[config.mk]
export PLATFORM = sky130hd
export DESIGN_NAME = rme_div_cell
export DESIGN_NICKNAME = d
export VERILOG_FILES = /design/src/rtl/core/rme_pkg.sv /design/src/rtl/core/rme_div_cell.sv
export SDC_FILE = /design/constraint.sdc
export NUM_CORES = 1
export LEC_CHECK = 0
export ABC_AREA = 0
export BUFFER_PORTS_ARGS = -buffer_cell sky130_fd_sc_hd__clkbuf_2
export CAP_MARGIN = 20
export CORE_ASPECT_RATIO = 0.8
export CORE_UTILIZATION = 53
export DETAILED_ROUTE_END_ITERATION = 10
export GPL_ROUTABILITY_DRIVEN = 0
export PLACE_DENSITY = 0.91
export SLEW_MARGIN = 20
export SYNTH_ARGS = -nofsm -noshare
export SYNTH_HDL_FRONTEND = slang
export SYNTH_SLANG_ARGS = --single-unit
[constraint.sdc]
create_clock -name clock -period 4.25 [get_ports clock]
set_clock_uncertainty 0.1 [all_clocks]
set_input_delay 0.6375 -clock clock [delete_from_list [all_inputs] [get_ports clock]]
set_output_delay 0.6375 -clock clock [all_outputs]
set_load 0.05 [all_outputs]
[src/rtl/core/rme_pkg.sv]
`default_nettype none

package rme_pkg;

   // Fixed-point formats
   localparam int MAT_FRAC = 14;
   localparam int ANG_FRAC = 12;
   localparam int IN_W     = 16;
   localparam int OUT_W    = 15;
   localparam int MAG_W    = 16;

   // Square-root and divider chains
   localparam int SQ_W      = 32;
   localparam int RT_W      = 16;
   localparam int SQ_STEPS  = RT_W;
   localparam int Q_W       = 15;
   localparam int DIV_STEPS = Q_W;

   localparam logic signed [IN_W-1:0] UNIT_S  = IN_W'(2 ** MAT_FRAC);
   localparam logic [Q_W-1:0]         UNIT_Q  = Q_W'(2 ** MAT_FRAC);
   localparam logic [SQ_W-1:0]        UNIT_SQ = SQ_W'(1) << (2 * MAT_FRAC);

   // CORDIC datapath
   localparam int LANES       = 3;
   localparam int LANE_PITCH  = 0;
   localparam int LANE_YAW    = 1;
   localparam int LANE_ROLL   = 2;
   localparam int PRESCALE_SH = 32;
   localparam int XY_W        = 52;
   localparam int ANG_W       = 35;
   localparam int ATAN_LEN    = 24;

   localparam logic signed [ANG_W-1:0] Q30_PI      = 35'sd3373259426;
   localparam logic signed [ANG_W-1:0] Q30_HALF_PI = 35'sd1686629713;
   localparam int OUT_SH = 30 - ANG_FRAC;
   localparam logic signed [ANG_W-1:0] ROUND_HALF  = ANG_W'(1) <<< (OUT_SH - 1);
   localparam logic signed [ANG_W-1:0] OUT_LIM     = (Q30_PI + ROUND_HALF) >>> OUT_SH;

   localparam logic signed [ANG_W-1:0] ATAN_TAB [ATAN_LEN] = '{
      35'sd843314857, 35'sd497837829, 35'sd263043837, 35'sd133525159,
      35'sd67021687,  35'sd33543516,  35'sd16775851,  35'sd8388437,
      35'sd4194283,   35'sd2097149,   35'sd1048576,   35'sd524288,
      35'sd262144,    35'sd131072,    35'sd65536,     35'sd32768,
      35'sd16384,     35'sd8192,      35'sd4096,      35'sd2048,
      35'sd1024,      35'sd512,       35'sd256,       35'sd128
   };

   typedef struct packed {
      logic signed [XY_W-1:0]  x;
      logic signed [XY_W-1:0]  y;
      logic signed [ANG_W-1:0] z;
   } cvec_type;

endpackage

`default_nettype wire

[src/rtl/core/rme_div_cell.sv]
`default_nettype none

module rme_div_cell import rme_pkg::*; #(
   parameter int BIT = 0
) (
   input  logic            clock,
   input  logic            en,
   input  logic [SQ_W-1:0] rem_src,
   input  logic [RT_W-1:0] den_src,
   input  logic [Q_W-1:0]  q_src,
   output logic [SQ_W-1:0] rem_dst,
   output logic [RT_W-1:0] den_dst,
   output logic [Q_W-1:0]  q_dst
);

   logic [SQ_W-1:0] trial;
   logic            fit;
   logic [SQ_W-1:0] rem_in, rem_ff;
   logic [RT_W-1:0] den_ff;
   logic [Q_W-1:0]  q_in, q_ff;

   assign trial = SQ_W'(den_src) << BIT;
   assign fit   = rem_src >= trial;

   always_comb begin
      rem_in = fit ? rem_src - trial : rem_src;
      q_in   = fit ? q_src | (Q_W'(1) << BIT) : q_src;
   end

   always_ff @(posedge clock) begin
      if (en) begin
         rem_ff <= rem_in;
         den_ff <= den_src;
         q_ff   <= q_in;
      end
   end

   assign rem_dst = rem_ff;
   assign den_dst = den_ff;
   assign q_dst   = q_ff;

endmodule

`default_nettype wire

==> results.py <==
metrics = {
    "status": {
        "status": "finished, final reports clean",
    },
    "power_and_ir_drop": {
        "cellLeakagePower_nw": 1.89,
        "ir_drop_v": 0.000301,
        "power_mw": 1.78,
        "power_density_nw_per_um2": 414,
    },
    "sta": {
        "relSlewSlack_pct": 44.2,
        "finalSetupTns_ns": 0,
        "max_freq_mhz": 315,
        "worst_slew_pin_slew_ns": 0.837,
        "fin_crit_sh_pct": 74.6,
        "finalCriticalPeriod_ns": 3.17,
        "setup_violations": 0,
        "rsz0062_at_grt": "no",
        "layout_setup_ws_ns": 1.08,
        "maxSlewViolCount": 0,
        "hold_viol": 0,
        "hold_ws_ns": 0.370,
    },
    "clock_network": {
        "htree_levels": 3,
        "cts.sinks": 63,
        "ctsHoldBuffers": 0,
        "cts_buffers": 9,
        "cts_setup_buffers": 0,
        "cts_resized": 0,
        "clockRootBuffer": "clkbuf_8",
        "cts_tree": "built",
        "clk_path_buf_depth": 2,
        "clk_pin_slew_ns": 0.07,
    },
    "global_route": {
        "grt.overflow.total": 0,
        "antenna_found_initial": 0,
        "grt_pass1_wl_mm": 11.5,
        "grt_pass1_vias": 2535,
        "grt_max_degree": 42,
        "track_usage_pct": 22.9,
    },
    "worst_setup_path": {
        "crit_path_max_incr_delay_ns": 0.58,
        "crit_required_ns": 4.25,
        "crit_type": "primary input to flop",
        "worstPathArrival_ns": 3.17,
        "critPathTopFamily": "simple AND/OR/NAND/NOR gates",
        "cp_max_fo": 31,
        "end_kind": "flop",
        "path_buf_inv": 2,
        "start_kind": "primary input",
        "crit_slowest_cell": "or4_1",
        "worstPathCellList": "clkbuf_2, or4_4, or4_1, a2111oi_4, o221ai_4, buf_16, and4b_1, xor2_1",
    },
    "die": {
        "die_area_um2": 6650,
        "rows": 25,
        "start_util_pct": 55.8,
        "core_area_um2": 6010,
        "die_h_um": 73.1,
        "ios": 128,
        "die_w_um": 90.9,
    },
    "logic_synthesis": {
        "synthFlopType": "edfxtp_1",
        "ys.warnings.count": 0,
        "synth_seq_area_share_pct": 56.4,
        "synth_fp_nets": 366,
        "postSynth.asyncResetShare_pct": 0,
        "avgSynthCellArea_um2": 11.8,
        "ys_seq_elements": 63,
        "syn_inst": 284,
        "netlist-cell-type-count": 43,
        "syn_area_um2": 3350,
        "synth-edff-count": 63,
    },
    "layout": {
        "nets": 500,
        "n_antenna_cell": 0,
        "areaGrowthSynthToFinish_pct": 28.2,
        "nFillCells": 438,
        "ff_latch_area_um2": 1890,
        "mostFrequentLayoutCell": "clkbuf_2",
        "mostFrequentLayoutCells": "clkbuf_2, edfxtp_1, nor2_1, a21oi_1, xnor2_1",
        "multiInputGateArea_um2": 1360,
        "drive_gt1_share_pct": 37.1,
    },
    "flow_run": {
        "cap_viol_max_count": 0,
    },
    "min_path": {
        "hp-class": "primary input to flop",
    },
    "place": {
        "place_hpwl_mm": 5.48,
        "dp_slack_ns": 0.489,
        "io_buffer_count": 127,
    },
    "detailed_routing": {
        "dr.first_iter.drc_count": 173,
        "drc_errors": 0,
        "drtAntennaViolNets": 0,
        "firstDrtPassIters": 4,
        "vias": 2704,
        "drt-total-wl_mm": 7.35,
        "viasPerCell": 5.37,
        "post_drt_wl_per_cell_um": 14.6,
    },
}
[flip-flops by register name (all words and copies together), names as in the netlist]
name     cells
q_dst       15
den_dst     16
rem_dst     32
[cell type report]
cell class                 instances  share of cell area [%]
tap                               81                    2.36
clock buffer                      10                    2.97
clock inverter                     6                    1.43
multi-input combinational        194                    31.6
sequential                        63                    44.0
timing repair buffer             131                    16.0
inverter                          19                    1.66
[cell usage after synthesis, types with 4 or more instances]
library cell  number  area [um2]
edfxtp_1          63        1890
a21o_1             4        30.0
o21ai_0            5        25.0
nand4b_1           7        61.3
nand4_1            4        25.0
inv_1             19        71.3
nor3_1             6        30.0
xnor2_1           20         175
ha_1              16         200
nand2_1           18        67.6
xor2_1             9        78.8
nand3_1            6        30.0
a21oi_1           28         140
nor2_1            29         109
[per-stage QoR]
step / util [%] / cells / cell area (um2)
after detailed placement: 68.0 / 487 / 4080
after CTS: 71.1 / 503 / 4270
after floorplan: - / 284 / 3350
after global routing: 71.6 / 504 / 4300
final: 71.6 / 504 / 4300
after global placement: 68.0 / 487 / 4080
[power breakdown]
part | internal, mW | switching [mW] | total, mW
clock | 0.268 | 0.228 | 0.496
sequential | 0.762 | 0.0173 | 0.779
combinational | 0.140 | 0.364 | 0.504
[routing by layer]
layer  routed length [um]  vias to the layer above  share of wire, %  global-route usage (%)
met5                    0                        -                 0                       0
met2                 3410                      119                46                    36.2
li1                     -                     1321                 -                       -
met3                  625                       17               8.5                    6.88
met4                  137                        0               1.9                    10.4
met1                 3170                     1247                43                    29.4
[worst paths after layout]
kind                        start           to  slack, ns  cells past startpoint
worst min-delay path     q_src[1]     q_dst[1]       0.37                      1
worst max-delay path  rem_src[20]  rem_dst[31]       1.08                      8
[cell families after synthesis]
logic type | count (synthesis) | share of synthesized area (%)
compound gates | 54 | 10.5
xor+xnor | 29 | 7.58
fa+ha+maj | 17 | 6.57
buf+inv | 27 | 3.36
flops | 63 | 56.4
mux | 4 | 1.57
simple gates | 90 | 14.0
(Power assumes the default switching activity.)
