--- src/rtl/core/rme_pkg.sv ---
`default_nettype none

package rme_pkg;

   // Fixed-point formats
   localparam int MAT_FRAC = 14;
   localparam int ANG_FRAC = 12;
   localparam int IN_W     = 16;
   localparam int OUT_W    = 15;
   localparam int MAG_W    = 16;

   // Square-root and divider chains
   localparam int SQ_W      = 32;
   localparam int RT_W      = 16;
   localparam int SQ_STEPS  = RT_W;
   localparam int Q_W       = 15;
   localparam int DIV_STEPS = Q_W;

   localparam logic signed [IN_W-1:0] UNIT_S  = IN_W'(2 ** MAT_FRAC);
   localparam logic [Q_W-1:0]         UNIT_Q  = Q_W'(2 ** MAT_FRAC);
   localparam logic [SQ_W-1:0]        UNIT_SQ = SQ_W'(1) << (2 * MAT_FRAC);

   // CORDIC datapath
   localparam int LANES       = 3;
   localparam int LANE_PITCH  = 0;
   localparam int LANE_YAW    = 1;
   localparam int LANE_ROLL   = 2;
   localparam int PRESCALE_SH = 32;
   localparam int XY_W        = 52;
   localparam int ANG_W       = 35;
   localparam int ATAN_LEN    = 24;

   localparam logic signed [ANG_W-1:0] Q30_PI      = 35'sd3373259426;
   localparam logic signed [ANG_W-1:0] Q30_HALF_PI = 35'sd1686629713;
   localparam int OUT_SH = 30 - ANG_FRAC;
   localparam logic signed [ANG_W-1:0] ROUND_HALF  = ANG_W'(1) <<< (OUT_SH - 1);
   localparam logic signed [ANG_W-1:0] OUT_LIM     = (Q30_PI + ROUND_HALF) >>> OUT_SH;

   localparam logic signed [ANG_W-1:0] ATAN_TAB [ATAN_LEN] = '{
      35'sd843314857, 35'sd497837829, 35'sd263043837, 35'sd133525159,
      35'sd67021687,  35'sd33543516,  35'sd16775851,  35'sd8388437,
      35'sd4194283,   35'sd2097149,   35'sd1048576,   35'sd524288,
      35'sd262144,    35'sd131072,    35'sd65536,     35'sd32768,
      35'sd16384,     35'sd8192,      35'sd4096,      35'sd2048,
      35'sd1024,      35'sd512,       35'sd256,       35'sd128
   };

   typedef struct packed {
      logic signed [XY_W-1:0]  x;
      logic signed [XY_W-1:0]  y;
      logic signed [ANG_W-1:0] z;
   } cvec_type;

endpackage

`default_nettype wire

--- src/rtl/core/rme_cordic_cell.sv ---
`default_nettype none

module rme_cordic_cell import rme_pkg::*; #(
   parameter int STEP = 0
) (
   input  logic                     clock,
   input  logic                     en,
   input  cvec_type [LANES-1:0]     vec_src,
   output cvec_type [LANES-1:0]     vec_dst
);

   localparam logic signed [ANG_W-1:0] ATAN_STEP = ATAN_TAB[STEP];

   logic signed [XY_W-1:0]  xs [LANES];
   logic signed [XY_W-1:0]  ys [LANES];
   logic signed [ANG_W-1:0] zs [LANES];
   cvec_type [LANES-1:0]    vec_in, vec_ff;

   // Rotate each lane toward the x axis; leave a lane with y == 0 untouched.
   always_comb begin
      for (int l = 0; l < LANES; l++) begin
         xs[l] = vec_src[l].x;
         ys[l] = vec_src[l].y;
         zs[l] = vec_src[l].z;
         vec_in[l] = vec_src[l];
         if (!ys[l][XY_W-1] && (ys[l] != '0)) begin
            vec_in[l].x = xs[l] + (ys[l] >>> STEP);
            vec_in[l].y = ys[l] - (xs[l] >>> STEP);
            vec_in[l].z = zs[l] + ATAN_STEP;
         end else if (ys[l][XY_W-1]) begin
            vec_in[l].x = xs[l] - (ys[l] >>> STEP);
            vec_in[l].y = ys[l] + (xs[l] >>> STEP);
            vec_in[l].z = zs[l] - ATAN_STEP;
         end
      end
   end

   always_ff @(posedge clock) begin
      if (en) begin
         vec_ff <= vec_in;
      end
   end

   assign vec_dst = vec_ff;

endmodule

`default_nettype wire

--- config.mk ---
export PLATFORM = sky130hd
export DESIGN_NAME = rme_cordic_cell
export DESIGN_NICKNAME = d
export VERILOG_FILES = /design/src/rtl/core/rme_pkg.sv /design/src/rtl/core/rme_cordic_cell.sv
export SDC_FILE = /design/constraint.sdc
export NUM_CORES = 2
export LEC_CHECK = 0
export BUFFER_PORTS_ARGS = -buffer_cell sky130_fd_sc_hd__buf_2
export CAP_MARGIN = 10
export CORE_MARGIN = 1
export CORE_UTILIZATION = 45
export CTS_BUF_LIST = sky130_fd_sc_hd__clkbuf_16
export CTS_CLUSTER_DIAMETER = 80
export DETAILED_ROUTE_END_ITERATION = 12
export PLACE_DENSITY = 0.74
export SYNTH_ARGS = -nofsm -noshare
export SYNTH_HDL_FRONTEND = slang
export SYNTH_SLANG_ARGS = --single-unit
--- constraint.sdc ---
create_clock -name clock -period 11.7 [get_ports clock]
set_clock_uncertainty 0.1 [all_clocks]
set_input_delay 1.755 -clock clock [delete_from_list [all_inputs] [get_ports clock]]
set_output_delay 1.755 -clock clock [all_outputs]
set_load 0.01 [all_outputs]
==> metrics.txt <==
outcome=finished clean; CTS H-tree lvls=2; CP startpoint=vec_src[184]; total gr overflow=0; Reg power frac=32.3%; Worst EP required=~12000 ps; Area Overhead vs Synth=14.29%; max reg flops=about 420; Fin. Hold Viols=0; Syn Area/Cell=approximately 8 um^2; final setup fails=0; aggregate global-route resource usage=a little under two fifths; Vias/cell=6.446; min-delay worst type=primary input to flip-flop; Die W=323.0 um; fin. max-slew vios=0; DRC=0; CP Launch Type=primary input; Yosys reg bits=approximately 420; Cell Pwr Density=118.9 nW/um^2; initial antenna violation count=41; syn nets=6700; first-pass GRT wire length=301800 um; # port buffers=835; Root Buffer Master=clkbuf_16; Rows=117; post-route ant nets=0; Final GP Congestion=1.039; final core utilization=approximately 52%; CP arrival=6290 ps; largest net degree at the start of global routing=148; vias after detailed routing=50410; Max Buffers Root-to-Sink=3; Post-CTS Resized=0; fillcell total=9946; HPWL after DPL=163700 um; Setup Buffers After CTS=0; post-synth cell types=113; CTS clk-pin slew, worst paths=60 ps; Min-Delay Startpoint=vec_src[173]; Netlist Area Pre-Place=46380 um^2; DRT iter0 DRCs=between 5000 and 6000; Fmax=0.1649 GHz; Die Span Y=~320 um; Ys Warns=0; top_reg_cell synth=edfxtp_1; worst slew pin tran=1307 ps; P_sw=2569 uW; number of CTS-inserted buffers=53; sequential fraction of the synthesis area=27.00%; leak pwr=0.02260 uW; internal power=3734 uW; Sw Ratio=40.76%; CP endpoint kind=flip-flop; Clk pwr share=26.3%; die area=~100000 um^2; fin crit share=slightly above 50%; Gate Count Post-Synth=5807; overall power=6303 uW; # nets final=roughly 7300; Initial Util=between 40 and 50%; TritonRoute pass-1 iters=7; min cycle time layout=6065 ps; critical path class=primary input to flip-flop; IO Pins=836; Num Clock Sinks=417; final WL=210300 um; WL per Instance=26.89 um; vias in the first global route=46150; Logic pwr share=41.4%; VDD IR max=116.4 uV; slew margin rel.=approximately 12%; setup slack at placement=5062 ps; share of cells above drive strength 1=16.49%; setup TNS after final layout=0 ps; Critical Path Fanout Max=16; max-cap viol count=0; RSZ-0062 raised after global routing=false; hold_buf cts=0; EDFF count, synth=417; Setup WS post-layout=~5600 ps; core area=102000 um^2; CTS tree=built; Post-synth ARST share=0%
[worst max-delay path: stages]
cell,delay (ps)
buf_2,190
inv_1,70
ha_1,640
nand2_1,160
nor3_1,350
nand2_1,130
o21ai_0,540
a31oi_1,350
o21ai_1,770
a21oi_1,240
o21a_1,300
o211ai_1,250
o211ai_1,150
mux2i_1,170
o21ai_0,210
[cell usage in the layout (no fill, tap or decap), types with 155 or more instances in the layout]
master,count
buf_2,831
ha_1,465
nor2_1,487
a21oi_1,707
edfxtp_1,417
o21ai_0,373
xnor2_1,279
inv_1,476
o21bai_1,155
nand2_1,403
[power groups by stage]
stage	registers, uW	clock network, uW	logic, uW
final	2030	1660	2610
after floorplan	2120	0	1440
after global placement	2060	0	2520
after detailed placement	2050	0	2520
after CTS	2030	1690	2530
after global routing	2040	1730	2770
[metal layers]
layer	vias up	global-route usage [%]	part of all wire, %
met5	-	0	0.10
met4	32	23.23	6.8
met3	632	8.371	10
met2	3084	59.91	44
met1	24090	48.00	39
li1	22570	-	-
[cells by family (layout without fill, tap and decap cells)]
logic type,count (synthesis),in the layout,share of synthesized area [%]
multiplexers,12,12,0.2698
AND/OR/NAND/NOR,1491,1491,14.95
buffers and inverters,844,1464,6.974
AO/OA/AOI/OAI,2239,2239,31.64
other,0,25,0
XOR/XNOR,330,330,6.232
adder cells (fa/ha/maj),474,474,12.93
flip-flops,417,417,27.00
[Yosys cell counts (59+ instances only)]
library cell	count	share of area, %
a21oi_1	707	7.6
nor2_1	490	4.0
inv_1	471	3.8
ha_1	465	13
edfxtp_1	417	27
nand2_1	406	3.3
o21ai_0	373	4.0
xnor2_1	279	5.3
clkbuf_1	259	2.1
o21bai_1	155	2.5
a21o_1	126	2.0
nor3_1	120	1.3
nor4_1	97	1.3
o22ai_1	90	1.2
nand4_1	84	1.1
nand3_1	82	0.88
a31oi_1	81	1.1
a22oi_1	68	1.1
o221ai_1	65	1.2
a211oi_1	59	0.96
[path summary, 6_finish.rpt]
check            to  cells after the start
min    vec_dst[173]                      2
max    vec_dst[269]                     15
[stage by stage]
| stage | instance area [um^2] | hold slack (ps) | instances |
|---|---|---|---|
| 2_1_floorplan | 46380 | 1768 | 5807 |
| 3_3_place_gp | 51250 | 1960 | 7701 |
| 3_5_place_dp | 51250 | 1965 | 7701 |
| 4_1_cts | 52940 | 1231 | 7795 |
| 5_1_grt | 52980 | 1255 | 7810 |
| 6_report | 53000 | 1264 | 7820 |
[layout make-up]
type / instances / area [um^2] / area share (%)
tap: 1368 / 1712 / 3.229
clock inverter: 41 / 365.4 / 0.6893
antenna: 25 / 62.56 / 0.1180
inverter: 506 / 1901 / 3.586
sequential: 417 / 12520 / 23.63
timing repair buffer: 864 / 4439 / 8.376
multi-input combinational: 4546 / 30670 / 57.87
clock buffer: 53 / 1326 / 2.502
Power figures use the tool's default switching activity.
