--- src/rtl/core/rme_pkg.sv ---
`default_nettype none

package rme_pkg;

   // Fixed-point formats
   localparam int MAT_FRAC = 14;
   localparam int ANG_FRAC = 12;
   localparam int IN_W     = 16;
   localparam int OUT_W    = 15;
   localparam int MAG_W    = 16;

   // Square-root and divider chains
   localparam int SQ_W      = 32;
   localparam int RT_W      = 16;
   localparam int SQ_STEPS  = RT_W;
   localparam int Q_W       = 15;
   localparam int DIV_STEPS = Q_W;

   localparam logic signed [IN_W-1:0] UNIT_S  = IN_W'(2 ** MAT_FRAC);
   localparam logic [Q_W-1:0]         UNIT_Q  = Q_W'(2 ** MAT_FRAC);
   localparam logic [SQ_W-1:0]        UNIT_SQ = SQ_W'(1) << (2 * MAT_FRAC);

   // CORDIC datapath
   localparam int LANES       = 3;
   localparam int LANE_PITCH  = 0;
   localparam int LANE_YAW    = 1;
   localparam int LANE_ROLL   = 2;
   localparam int PRESCALE_SH = 32;
   localparam int XY_W        = 52;
   localparam int ANG_W       = 35;
   localparam int ATAN_LEN    = 24;

   localparam logic signed [ANG_W-1:0] Q30_PI      = 35'sd3373259426;
   localparam logic signed [ANG_W-1:0] Q30_HALF_PI = 35'sd1686629713;
   localparam int OUT_SH = 30 - ANG_FRAC;
   localparam logic signed [ANG_W-1:0] ROUND_HALF  = ANG_W'(1) <<< (OUT_SH - 1);
   localparam logic signed [ANG_W-1:0] OUT_LIM     = (Q30_PI + ROUND_HALF) >>> OUT_SH;

   localparam logic signed [ANG_W-1:0] ATAN_TAB [ATAN_LEN] = '{
      35'sd843314857, 35'sd497837829, 35'sd263043837, 35'sd133525159,
      35'sd67021687,  35'sd33543516,  35'sd16775851,  35'sd8388437,
      35'sd4194283,   35'sd2097149,   35'sd1048576,   35'sd524288,
      35'sd262144,    35'sd131072,    35'sd65536,     35'sd32768,
      35'sd16384,     35'sd8192,      35'sd4096,      35'sd2048,
      35'sd1024,      35'sd512,       35'sd256,       35'sd128
   };

   typedef struct packed {
      logic signed [XY_W-1:0]  x;
      logic signed [XY_W-1:0]  y;
      logic signed [ANG_W-1:0] z;
   } cvec_type;

endpackage

`default_nettype wire

--- src/rtl/core/rme_sqrt_cell.sv ---
`default_nettype none

module rme_sqrt_cell import rme_pkg::*; #(
   parameter int BIT = 0
) (
   input  logic            clock,
   input  logic            en,
   input  logic [SQ_W-1:0] rem_src,
   input  logic [RT_W-1:0] root_src,
   output logic [SQ_W-1:0] rem_dst,
   output logic [RT_W-1:0] root_dst
);

   logic [SQ_W+1:0] trial;
   logic            fit;
   logic [SQ_W-1:0] rem_in, rem_ff;
   logic [RT_W-1:0] root_in, root_ff;

   // (root + 2^b)^2 - root^2
   assign trial = ({2'b00, SQ_W'(root_src)} << (BIT + 1)) | ((SQ_W + 2)'(1) << (2 * BIT));
   assign fit   = {2'b00, rem_src} >= trial;

   always_comb begin
      rem_in  = fit ? rem_src - trial[SQ_W-1:0] : rem_src;
      root_in = fit ? root_src | (RT_W'(1) << BIT) : root_src;
   end

   always_ff @(posedge clock) begin
      if (en) begin
         rem_ff  <= rem_in;
         root_ff <= root_in;
      end
   end

   assign rem_dst  = rem_ff;
   assign root_dst = root_ff;

endmodule

`default_nettype wire

--- config.mk ---
export PLATFORM = sky130hd
export DESIGN_NAME = rme_sqrt_cell
export DESIGN_NICKNAME = d
export VERILOG_FILES = /design/src/rtl/core/rme_pkg.sv /design/src/rtl/core/rme_sqrt_cell.sv
export SDC_FILE = /design/constraint.sdc
export NUM_CORES = 1
export LEC_CHECK = 0
export ABC_AREA = 1
export BUFFER_PORTS_ARGS = -buffer_cell sky130_fd_sc_hd__buf_2
export CAP_MARGIN = 5
export CORE_UTILIZATION = 42
export DETAILED_ROUTE_END_ITERATION = 12
export PLACE_DENSITY = 0.63
export SYNTH_ARGS = -nofsm -noshare
export SYNTH_HDL_FRONTEND = slang
export SYNTH_SLANG_ARGS = --single-unit
--- constraint.sdc ---
create_clock -name clock -period 2.6 [get_ports clock]
set_input_delay 0.26 -clock clock [delete_from_list [all_inputs] [get_ports clock]]
set_output_delay 0.26 -clock clock [all_outputs]
set_load 0.02 [all_outputs]
==> flow_summary.json, run 1 <==
{
  "slew_viol_final": 0,
  "grt_max_degree": 49,
  "fin_nets": 664,
  "finalSetupTns_ps": 0,
  "yosys_register_bits": 48,
  "drt_wl_total_um": 8960,
  "wire_length_of_the_first_global_routing_pass_um": 14200,
  "final_layout_size_suffix_gt1_share_pct": 27.0,
  "post_cts_buffers": 0,
  "timing.max_slew.rel_slack_pct": 72.9,
  "critical_path.max_fanout": 33,
  "power.ir.vdd_worst_uv": 206,
  "max_clock_freq_mhz": 503,
  "globalRouteOverflowTotal": 0,
  "dr_total_vias": 3340,
  "cts.path.max_buffers": 2,
  "drc": 0,
  "run_status": "completed",
  "initialDrtViolationCount": 181,
  "synth_fp_nets": 562,
  "die_w_um": 95.5,
  "cp.arrival_ps": 2030,
  "clkTransAtPathRegs_ps": 100,
  "detailroute.wirelength.met3_um": 340,
  "placedInstanceArea_um2": 4260,
  "dr.max_layer_used": "met4",
  "drt-vias-per-instance": 4.76,
  "worst-endpoint-required_ps": 2650,
  "utilization_pct": 52.4,
  "postRouteAntennaNets": 0,
  "fin_crit_sh_pct": 76.4,
  "critical_path.startpoint_type": "input port",
  "power.leakage_uw": 0.00229,
  "placed_cells": 694,
  "tritoncts_clock_tree": "built",
  "dp.final_hpwl_um": 7240,
  "yosys_warnings": 0,
  "grt_antenna_before_repair": 0,
  "cts.repair.resized": 0,
  "gr-usage-all-layers_pct": 20.4,
  "cts-htree-levels": 2,
  "gp_congestion": 0.864,
  "cts_hold_repair_buffers": 0,
  "yosys.area.top_type": "sky130_fd_sc_hd__edfxtp_1",
  "clock_sinks": 48,
  "io_buffer_count": 97,
  "library_cell_used_as_clock_root_buffer": "sky130_fd_sc_hd__clkbuf_8",
  "grt_pass1_vias": 3080,
  "area_growth_pct": 19.0,
  "die_h_um": 95.5,
  "worst-setup-path-type": "in2reg",
  "finish.cell_count_without_fillers": 702,
  "insertedDiodeCount": 0,
  "fraction_of_synthesized_cell_area_taken_by_the_top_area_cell_type_pct": 39.2,
  "drtPass1Iterations": 4,
  "met1_length_um": 4490,
  "synthesis.instances": 494,
  "worst_pin_slew_ps": 406,
  "min_period_ps": 1990,
  "floorplan.initialDensity_pct": 44.1,
  "synthesis.area_um2": 3670,
  "power_density_nw_per_um2": 498,
  "setup.worst_path.end_class": "flip-flop",
  "dr_wl_met2_um": 4070,
  "cts_made_buffers": 5,
  "ioPinCount": 98,
  "cap_violations": 0,
  "grt_setup_unrepaired": "no",
  "netlist-cell-type-count": 30,
  "min_path_type": "in2reg",
  "num_rows": 33,
  "core-area_um2": 8340,
  "dieArea_um2": 9130,
  "synth_area_per_cell_um2": 7.44,
  "synth-seq-area-share_pct": 39.2,
  "final_instance_area_um2": 4370,
  "wl_per_cell_um": 12.8,
  "final_hold_viol_count": 0,
  "final-setup-viol-count": 0,
  "yosys-top-cells-area": "sky130_fd_sc_hd__edfxtp_1 39%, sky130_fd_sc_hd__nand2_1 19%, sky130_fd_sc_hd__inv_1 8.6%"
}
==> worst max-delay path: stages <==
cell	delay, ps
sky130_fd_sc_hd__buf_2	130
sky130_fd_sc_hd__fa_1	430
sky130_fd_sc_hd__nand2_1	100
sky130_fd_sc_hd__nand2_1	70
sky130_fd_sc_hd__and2_4	160
sky130_fd_sc_hd__nand2_4	60
sky130_fd_sc_hd__nand2_4	60
sky130_fd_sc_hd__nand2_2	70
sky130_fd_sc_hd__nand2_2	60
sky130_fd_sc_hd__nand2_2	70
sky130_fd_sc_hd__nand2_4	120
sky130_fd_sc_hd__inv_6	350
sky130_fd_sc_hd__nand2_1	80
==> per-stage QoR <==
stage          setup slack, ps  hold WS [ps]  total power [µW]
6_report                   613           138              2180
5_1_grt                    495           123              2300
4_1_cts                    610           118              2210
3_5_place_dp               270           454              1640
3_3_place_gp               299           453              1630
2_1_floorplan              685           359              1410
==> logic make-up (layout without fill, tap and decap cells) <==
kind of cell	Yosys count	in the layout	share of synthesized area, %
simple gates	294	294	35.1
buf+inv	94	197	10.9
flops	48	48	39.2
compound gates	28	28	5.55
fa+ha+maj	18	18	6.33
xor+xnor	12	12	2.86
==> worst paths after layout <==
path  slack [ps]         start            to  depth (start not counted)
max          610    rem_src[1]   root_dst[0]                         13
min          140  root_src[14]  root_dst[14]                          1
==> sequential cells by signal (all words and copies together) (netlist names) <==
register / cells
rem_dst: 32
root_dst: 16
==> Yosys cell counts (all sizes together) <==
library cell	instances
buf	4
nand4	3
nand3b	1
or2	4
and2	2
o21ai	2
nand3	24
nand2	214
nor2	38
ha	17
xnor2	1
inv	88
edfxtp	48
nor3	8
xor2	11
clkinv	2
a21oi	26
fa	1
==> layout by cell type (no fill, tap or decap), types with 2 or more instances in the layout <==
| master | Yosys | final |
|---|---|---|
| sky130_fd_sc_hd__a21oi_1 | 9 | 9 |
| sky130_fd_sc_hd__a21oi_2 | 17 | 17 |
| sky130_fd_sc_hd__buf_2 | 0 | 97 |
| sky130_fd_sc_hd__clkbuf_8 | 0 | 5 |
| sky130_fd_sc_hd__clkinv_1 | 2 | 3 |
| sky130_fd_sc_hd__edfxtp_1 | 48 | 48 |
| sky130_fd_sc_hd__ha_1 | 17 | 17 |
| sky130_fd_sc_hd__inv_1 | 84 | 84 |
| sky130_fd_sc_hd__inv_2 | 3 | 3 |
| sky130_fd_sc_hd__nand2_1 | 189 | 189 |
| sky130_fd_sc_hd__nand2_2 | 18 | 18 |
| sky130_fd_sc_hd__nand2_4 | 7 | 7 |
| sky130_fd_sc_hd__nand3_1 | 24 | 24 |
| sky130_fd_sc_hd__nand4_1 | 3 | 3 |
| sky130_fd_sc_hd__nor2_1 | 34 | 34 |
| sky130_fd_sc_hd__nor2_2 | 3 | 3 |
| sky130_fd_sc_hd__nor3_1 | 7 | 7 |
| sky130_fd_sc_hd__o21ai_0 | 2 | 2 |
| sky130_fd_sc_hd__or2_2 | 3 | 3 |
| sky130_fd_sc_hd__xor2_1 | 11 | 11 |
==> power breakdown <==
part | internal, µW | switching (µW)
clock | 286 | 271
sequential | 954 | 16.8
combinational | 222 | 427
total | 1460 | 715
==> layer usage <==
metal | vias to the layer above | GRT usage (%)
li1 | 1736 | -
met1 | 1526 | 28.5
met2 | 72 | 33.0
met3 | 6 | 2.95
met4 | 0 | 4.98
met5 | - | 0
==> layout make-up <==
type	count	area, µm²
Multi-Input combinational cell	352	1830
Clock buffer	5	68.8
Timing Repair Buffer	99	513
Inverter	90	343
Fill cell	839	3970
Sequential cell	48	1440
Clock inverter	3	42.5
Tap cell	105	131
Power figures use the tool's default switching activity.
==> inputs of run 2 (changes only) <==
ABC_AREA = 0   (was 1)
PLACE_DENSITY = 0.68   (was 0.63)
clock period = 1.8 ns   (was 2.6 ns; I/O delays follow)
==> run 2 against run 1 <==
Net effect:
- the run now ends with negative setup slack left
- worst setup slack worse by 1200 ps
- wire length down 6.1%
- sequential share of layout area down 3.3 points
- worst hold slack worse by 80 ps
- critical path depth down 4
- final cell count down 25%
- total power up 57%
- via count down 17%
- largest power group unchanged
- highest routed layer unchanged
==> flow_summary.json, run 2 <==
{
  "yosys-top-cells-area": "sky130_fd_sc_hd__edfxtp_1 50%, sky130_fd_sc_hd__ha_1 7.3%, sky130_fd_sc_hd__xnor2_1 6.0%",
  "run_status": "complete, but fails checks",
  "gp_congestion": 0.899,
  "cts-htree-levels": 2,
  "die_h_um": 85.2,
  "postRouteAntennaNets": 0,
  "clkTransAtPathRegs_ps": 100,
  "globalRouteOverflowTotal": 0,
  "synth-compound-area-share_pct": 13.5,
  "yosys_register_bits": 48,
  "fillCellCount": 406,
  "placedInstanceArea_um2": 4090,
  "drtPass1Iterations": 4,
  "synthesis.area_um2": 2910,
  "area_growth_pct": 67.2,
  "critical_path.max_fanout": 2,
  "io_buffer_count": 97,
  "yosys_warnings": 0,
  "synth_area_per_cell_um2": 11.0,
  "p_switching_uw": 1070,
  "min_period_ps": 2400,
  "power.leakage_uw": 0.00206,
  "power_frac_comb_pct": 35.3,
  "timing.critical_path.cells": "buf_8 -> fa_2 -> a211oi_4 -> o31ai_2 -> a21o_1 -> a2111oi_4 -> o41a_1 -> or4b_4 -> xnor2_2",
  "utilization_pct": 74.8,
  "violations": "negative setup slack",
  "synth_ff_type": "sky130_fd_sc_hd__edfxtp_1",
  "initialDrtViolationCount": 176,
  "fin_crit_sh_pct": 133,
  "tritoncts_clock_tree": "built",
  "synth_fp_nets": 333,
  "critical_path.startpoint_type": "input port",
  "dieArea_um2": 7250,
  "synth_fa_ha_area_share_pct": 8.01,
  "core-area_um2": 6490,
  "num_rows": 29,
  "ioPinCount": 98,
  "final_instance_area_um2": 4860,
  "power.clock.fraction_pct": 23.5,
  "min_path_type": "in2reg",
  "placed_cells": 501,
  "finalSetupTns_ps": -10420,
  "async_reset_ff_share_pct": 0,
  "synthesis.instances": 265,
  "drt-vias-per-instance": 5.27,
  "synth-simple-area-share_pct": 13.5,
  "floorplan.initialDensity_pct": 44.7,
  "final_hold_viol_count": 0,
  "grt_pass1_vias": 2687,
  "most_common_cell_after_layout_fill_and_taps_aside": "sky130_fd_sc_hd__buf_2",
  "final_layout_size_suffix_gt1_share_pct": 58.7,
  "synth-seq-area-share_pct": 49.6,
  "library_cell_used_as_clock_root_buffer": "sky130_fd_sc_hd__clkbuf_8",
  "cap_violations": 0,
  "final_worst_path_setup_slack_ps": -596,
  "final.hold.worst_slack_ps": 57.2,
  "worst-endpoint-required_ps": 1870,
  "dp.final_hpwl_um": 5570,
  "worst_path_max_delay_cell": "sky130_fd_sc_hd__or4b_4",
  "worst_pin_slew_ps": 509,
  "yosys-mux-area-fraction_pct": 2.71,
  "dr_total_vias": 2758,
  "final-setup-viol-count": 33,
  "crit_start": "rem_src[1]",
  "seq_power_share_pct": 41.3,
  "worstHoldStart": "root_src[8]",
  "cp.arrival_ps": 2460,
  "max_stage_delay_ps": 480,
  "grt_setup_unrepaired": "yes",
  "cts_made_buffers": 5,
  "fraction_of_synthesized_cell_area_taken_by_the_top_area_cell_type_pct": 49.6,
  "insertedDiodeCount": 0,
  "power_density_nw_per_um2": 702,
  "grt_antenna_before_repair": 0,
  "wire_length_of_the_first_global_routing_pass_um": 12900,
  "synth_xor_area_share_pct": 9.00,
  "netSwitchingFraction_pct": 31.2,
  "max_clock_freq_mhz": 417,
  "synthTopCellsByCount": "48 x sky130_fd_sc_hd__edfxtp_1, 27 x sky130_fd_sc_hd__a21oi_1, 22 x sky130_fd_sc_hd__inv_1",
  "largest_register_ff_count": 32,
  "clock_sinks": 48,
  "grt_max_degree": 49,
  "slew_viol_final": 0,
  "wl_per_cell_um": 16.1,
  "finish.cell_count_without_fillers": 523,
  "cts.path.max_buffers": 2,
  "setup.worst_path.end_class": "flip-flop",
  "fin_nets": 513,
  "timing.max_slew.rel_slack_pct": 65.6,
  "drc": 0,
  "gr-usage-all-layers_pct": 22.7,
  "netlist-cell-type-count": 44,
  "number_of_enable_flip_flop_cells_after_synthesis": 48,
  "cts_hold_repair_buffers": 0,
  "power.ir.vdd_worst_uv": 434,
  "yosys.area.top_type": "sky130_fd_sc_hd__edfxtp_1",
  "worst-setup-path-type": "in2reg",
  "layout_common_cells": "95 x sky130_fd_sc_hd__buf_2, 66 x sky130_fd_sc_hd__buf_4, 48 x sky130_fd_sc_hd__edfxtp_1",
  "drt_wl_total_um": 8420,
  "intPower_uw": 2340,
  "combinational_family_with_the_most_area_after_synthesis": "compound AO/OA/AOI/OAI gates",
  "yosys.cell_count.top_type": "sky130_fd_sc_hd__edfxtp_1",
  "die_w_um": 85.2
}
-- run 2: changes by cell type after synthesis, moves of 7 or more --
| cell | previous run | this run |
|---|---|---|
| sky130_fd_sc_hd__nand2_1 | 189 | 16 |
| sky130_fd_sc_hd__inv_1 | 84 | 22 |
| sky130_fd_sc_hd__xnor2_1 | 1 | 20 |
| sky130_fd_sc_hd__a21oi_1 | 9 | 27 |
| sky130_fd_sc_hd__nand2_2 | 18 | 0 |
| sky130_fd_sc_hd__a21oi_2 | 17 | 0 |
| sky130_fd_sc_hd__nand3_1 | 24 | 7 |
| sky130_fd_sc_hd__nor2_1 | 34 | 19 |
| sky130_fd_sc_hd__o21ai_0 | 2 | 11 |
| sky130_fd_sc_hd__mux2_2 | 0 | 7 |
| sky130_fd_sc_hd__nand2_4 | 7 | 0 |
-- run 2: power by group through the flow --
stage	combinational (µW)	sequential, µW	clock (µW)
2_1_floorplan	406	1600	0
3_5_place_dp	1020	1430	0
6_report	1200	1410	800
5_1_grt	1280	1420	855
3_3_place_gp	1000	1430	0
4_1_cts	1110	1410	807
-- run 2: layer usage --
layer,share of wire [%],vias to the layer above,track usage (%)
met2,50,105,38.0
met4,1.6,0,7.55
li1,-,1336,-
met5,0,-,0
met1,43,1305,29.8
met3,5.9,12,4.28
-- run 2: repair_timing --
item / CTS / global route
pin swaps: 12 / 15
buffers inserted: 10 / 4
cloned: 2 / 0
setup endpoints to repair: 33 / 33
resized for setup: 65 / 36
-- run 2: final timing paths --
path	endpoint	slack (ps)	depth (start not counted)
setup / recovery	rem_dst[26]	-600	9
hold / removal	root_dst[8]	60	1
-- run 2: per-stage QoR --
stage	setup WS (ps)	total power [µW]
floorplan	-755	2010
global placement	-848	2430
detailed placement	-876	2450
CTS	-538	3330
global route	-630	3550
finish	-596	3410
-- run 2: cells by family after synthesis --
| family | count (synthesis) |
|---|---|
| simple gates | 73 |
| mux | 7 |
| flops | 48 |
| xor+xnor | 29 |
| compound gates | 63 |
| buf+inv | 27 |
| fa+ha+maj | 18 |
-- run 2: final cells by class --
cell class	instances	area (µm²)	area share [%]
clock buffers	5	68.8	1.42
inverters	22	82.6	1.70
clock inverters	3	42.5	0.876
flip-flops and latches	48	1440	29.7
repair buffers	178	1230	25.3
multi-input cells	190	1900	39.1
well taps	77	96.3	1.98
-- run 2: worst max-delay path: cells and delay by family --
kind / cells / cell delay (ps)
compound gates: 5 / 1130
simple gates: 1 / 480
fa+ha+maj: 1 / 410
xor+xnor: 1 / 150
buf+inv: 1 / 100
==> inputs of run 3 (changes only) <==
SETUP_SLACK_MARGIN = 0.2   (was not set)
==> run 3 against run 2 <==
Net effect:
- the run still ends with negative setup slack left
- utilization increased by 1.0 points
- worst setup slack got worse by 64 ps
- flip-flop and latch count unchanged
- maximum frequency decreased by 2.6%
- worst hold slack improved by 3.6 ps
==> flow_summary.json, run 3 (synthesis gave the netlist of run 2 again) <==
{
  "run_status": "complete, but fails checks",
  "violations": "negative setup slack",
  "dieArea_um2": 7250,
  "drc": 0,
  "finalSetupTns_ps": -11730,
  "globalRouteOverflowTotal": 0,
  "worst-endpoint-required_ps": 1860,
  "slew_viol_final": 0,
  "tritoncts_clock_tree": "built",
  "cts_made_buffers": 5,
  "drtPass1Iterations": 5,
  "grt_max_degree": 49,
  "final_worst_path_setup_slack_ps": -660,
  "max_clock_freq_mhz": 407,
  "utilization_pct": 75.8,
  "critical_path.max_fanout": 2,
  "power.leakage_uw": 0.00208,
  "cap_violations": 0,
  "final_layout_size_suffix_gt1_share_pct": 58.9,
  "worst_pin_slew_ps": 651,
  "insertedDiodeCount": 0,
  "library_cell_used_as_clock_root_buffer": "sky130_fd_sc_hd__clkbuf_8",
  "gp_congestion": 0.899,
  "worst-setup-path-type": "in2reg",
  "timing.max_slew.rel_slack_pct": 56.0,
  "ioPinCount": 98,
  "postRouteAntennaNets": 0,
  "fillCellCount": 395,
  "num_rows": 29,
  "dp.final_hpwl_um": 5570,
  "grt_antenna_before_repair": 0,
  "floorplan.initialDensity_pct": 44.7,
  "most_common_cell_after_layout_fill_and_taps_aside": "sky130_fd_sc_hd__buf_2",
  "area_growth_pct": 69.5,
  "final-setup-viol-count": 33,
  "largest_register_ff_count": 32,
  "die_h_um": 85.2,
  "min_period_ps": 2460,
  "wl_per_cell_um": 16.6,
  "initialDrtViolationCount": 187,
  "cp.arrival_ps": 2520,
  "dr_total_vias": 2832,
  "core-area_um2": 6490,
  "grt_setup_unrepaired": "yes",
  "gr-usage-all-layers_pct": 23.4,
  "grt_pass1_vias": 2746,
  "power.ir.vdd_worst_uv": 444,
  "cts.path.max_buffers": 2,
  "fin_crit_sh_pct": 137,
  "clkTransAtPathRegs_ps": 100,
  "die_w_um": 85.2,
  "cts_hold_repair_buffers": 0,
  "setup.worst_path.end_class": "flip-flop",
  "power_density_nw_per_um2": 698,
  "fin_nets": 515,
  "final_hold_viol_count": 0,
  "drt_wl_total_um": 8710,
  "layout_common_cells": "95 x sky130_fd_sc_hd__buf_2, 65 x sky130_fd_sc_hd__buf_4, 48 x sky130_fd_sc_hd__edfxtp_1",
  "critical_path.startpoint_type": "input port",
  "min_path_type": "in2reg",
  "io_buffer_count": 97,
  "drt-vias-per-instance": 5.39,
  "wire_length_of_the_first_global_routing_pass_um": 13300,
  "cts-htree-levels": 2,
  "clock_sinks": 48
}
==> run 3: final timing paths <==
path / startpoint / end / slack (ps) / cells past startpoint
max: rem_src[1] / rem_dst[26] / -660 / 9
min: root_src[6] / root_dst[6] / 60 / 1
==> run 3: cell type report <==
class / instances / area (µm²) / share of cell area (%)
flip-flops and latches: 48 / 1440 / 29.3
well taps: 77 / 96.3 / 1.96
multi-input cells: 190 / 1930 / 39.3
inverters: 22 / 82.6 / 1.68
clock buffers: 5 / 68.8 / 1.40
repair buffers: 180 / 1260 / 25.6
clock inverters: 3 / 42.5 / 0.864
==> run 3: critical path, stage by stage <==
cell,delay [ps]
sky130_fd_sc_hd__buf_8,100
sky130_fd_sc_hd__fa_2,420
sky130_fd_sc_hd__a211oi_4,230
sky130_fd_sc_hd__o31ai_2,100
sky130_fd_sc_hd__a21o_1,210
sky130_fd_sc_hd__a2111oi_4,400
sky130_fd_sc_hd__o41a_1,250
sky130_fd_sc_hd__or4b_4,490
sky130_fd_sc_hd__xnor2_2,140
==> run 3: metrics by stage <==
stage | hold WS, ps | setup slack [ps] | instance area (µm²) | cells | total power, µW
global placement | 372 | -848 | 4090 | 501 | 2430
CTS | 56.4 | -538 | 4670 | 521 | 3330
floorplan | 279 | -755 | 3030 | 265 | 2010
global route | 45.9 | -701 | 4920 | 525 | 3580
detailed placement | 376 | -876 | 4090 | 501 | 2450
finish | 60.8 | -660 | 4920 | 525 | 3440
==> run 3: power by group <==
part | internal (µW) | total (µW) | leakage (µW) | switching (µW)
Combinational | 562 | 1230 | 0.00156 | 667
Clock | 412 | 799 | 0.0000558 | 387
Sequential | 1380 | 1410 | 0.000470 | 25.4
Total | 2360 | 3440 | 0.00208 | 1080
==> run 3: per-layer routing <==
metal	track usage, %	wire, µm	up-vias
met5	0	0	-
met3	4.57	512	15
met2	39.4	4300	130
met4	8.17	183	0
li1	-	-	1341
met1	30.3	3710	1346
==> run 3: timing repair <==
| action | in CTS | in global routing |
|---|---|---|
| resized for setup | 66 | 40 |
| pin swaps | 12 | 20 |
| setup endpoints to repair | 33 | 33 |
| cloned | 2 | 0 |
| setup buffers | 10 | 4 |
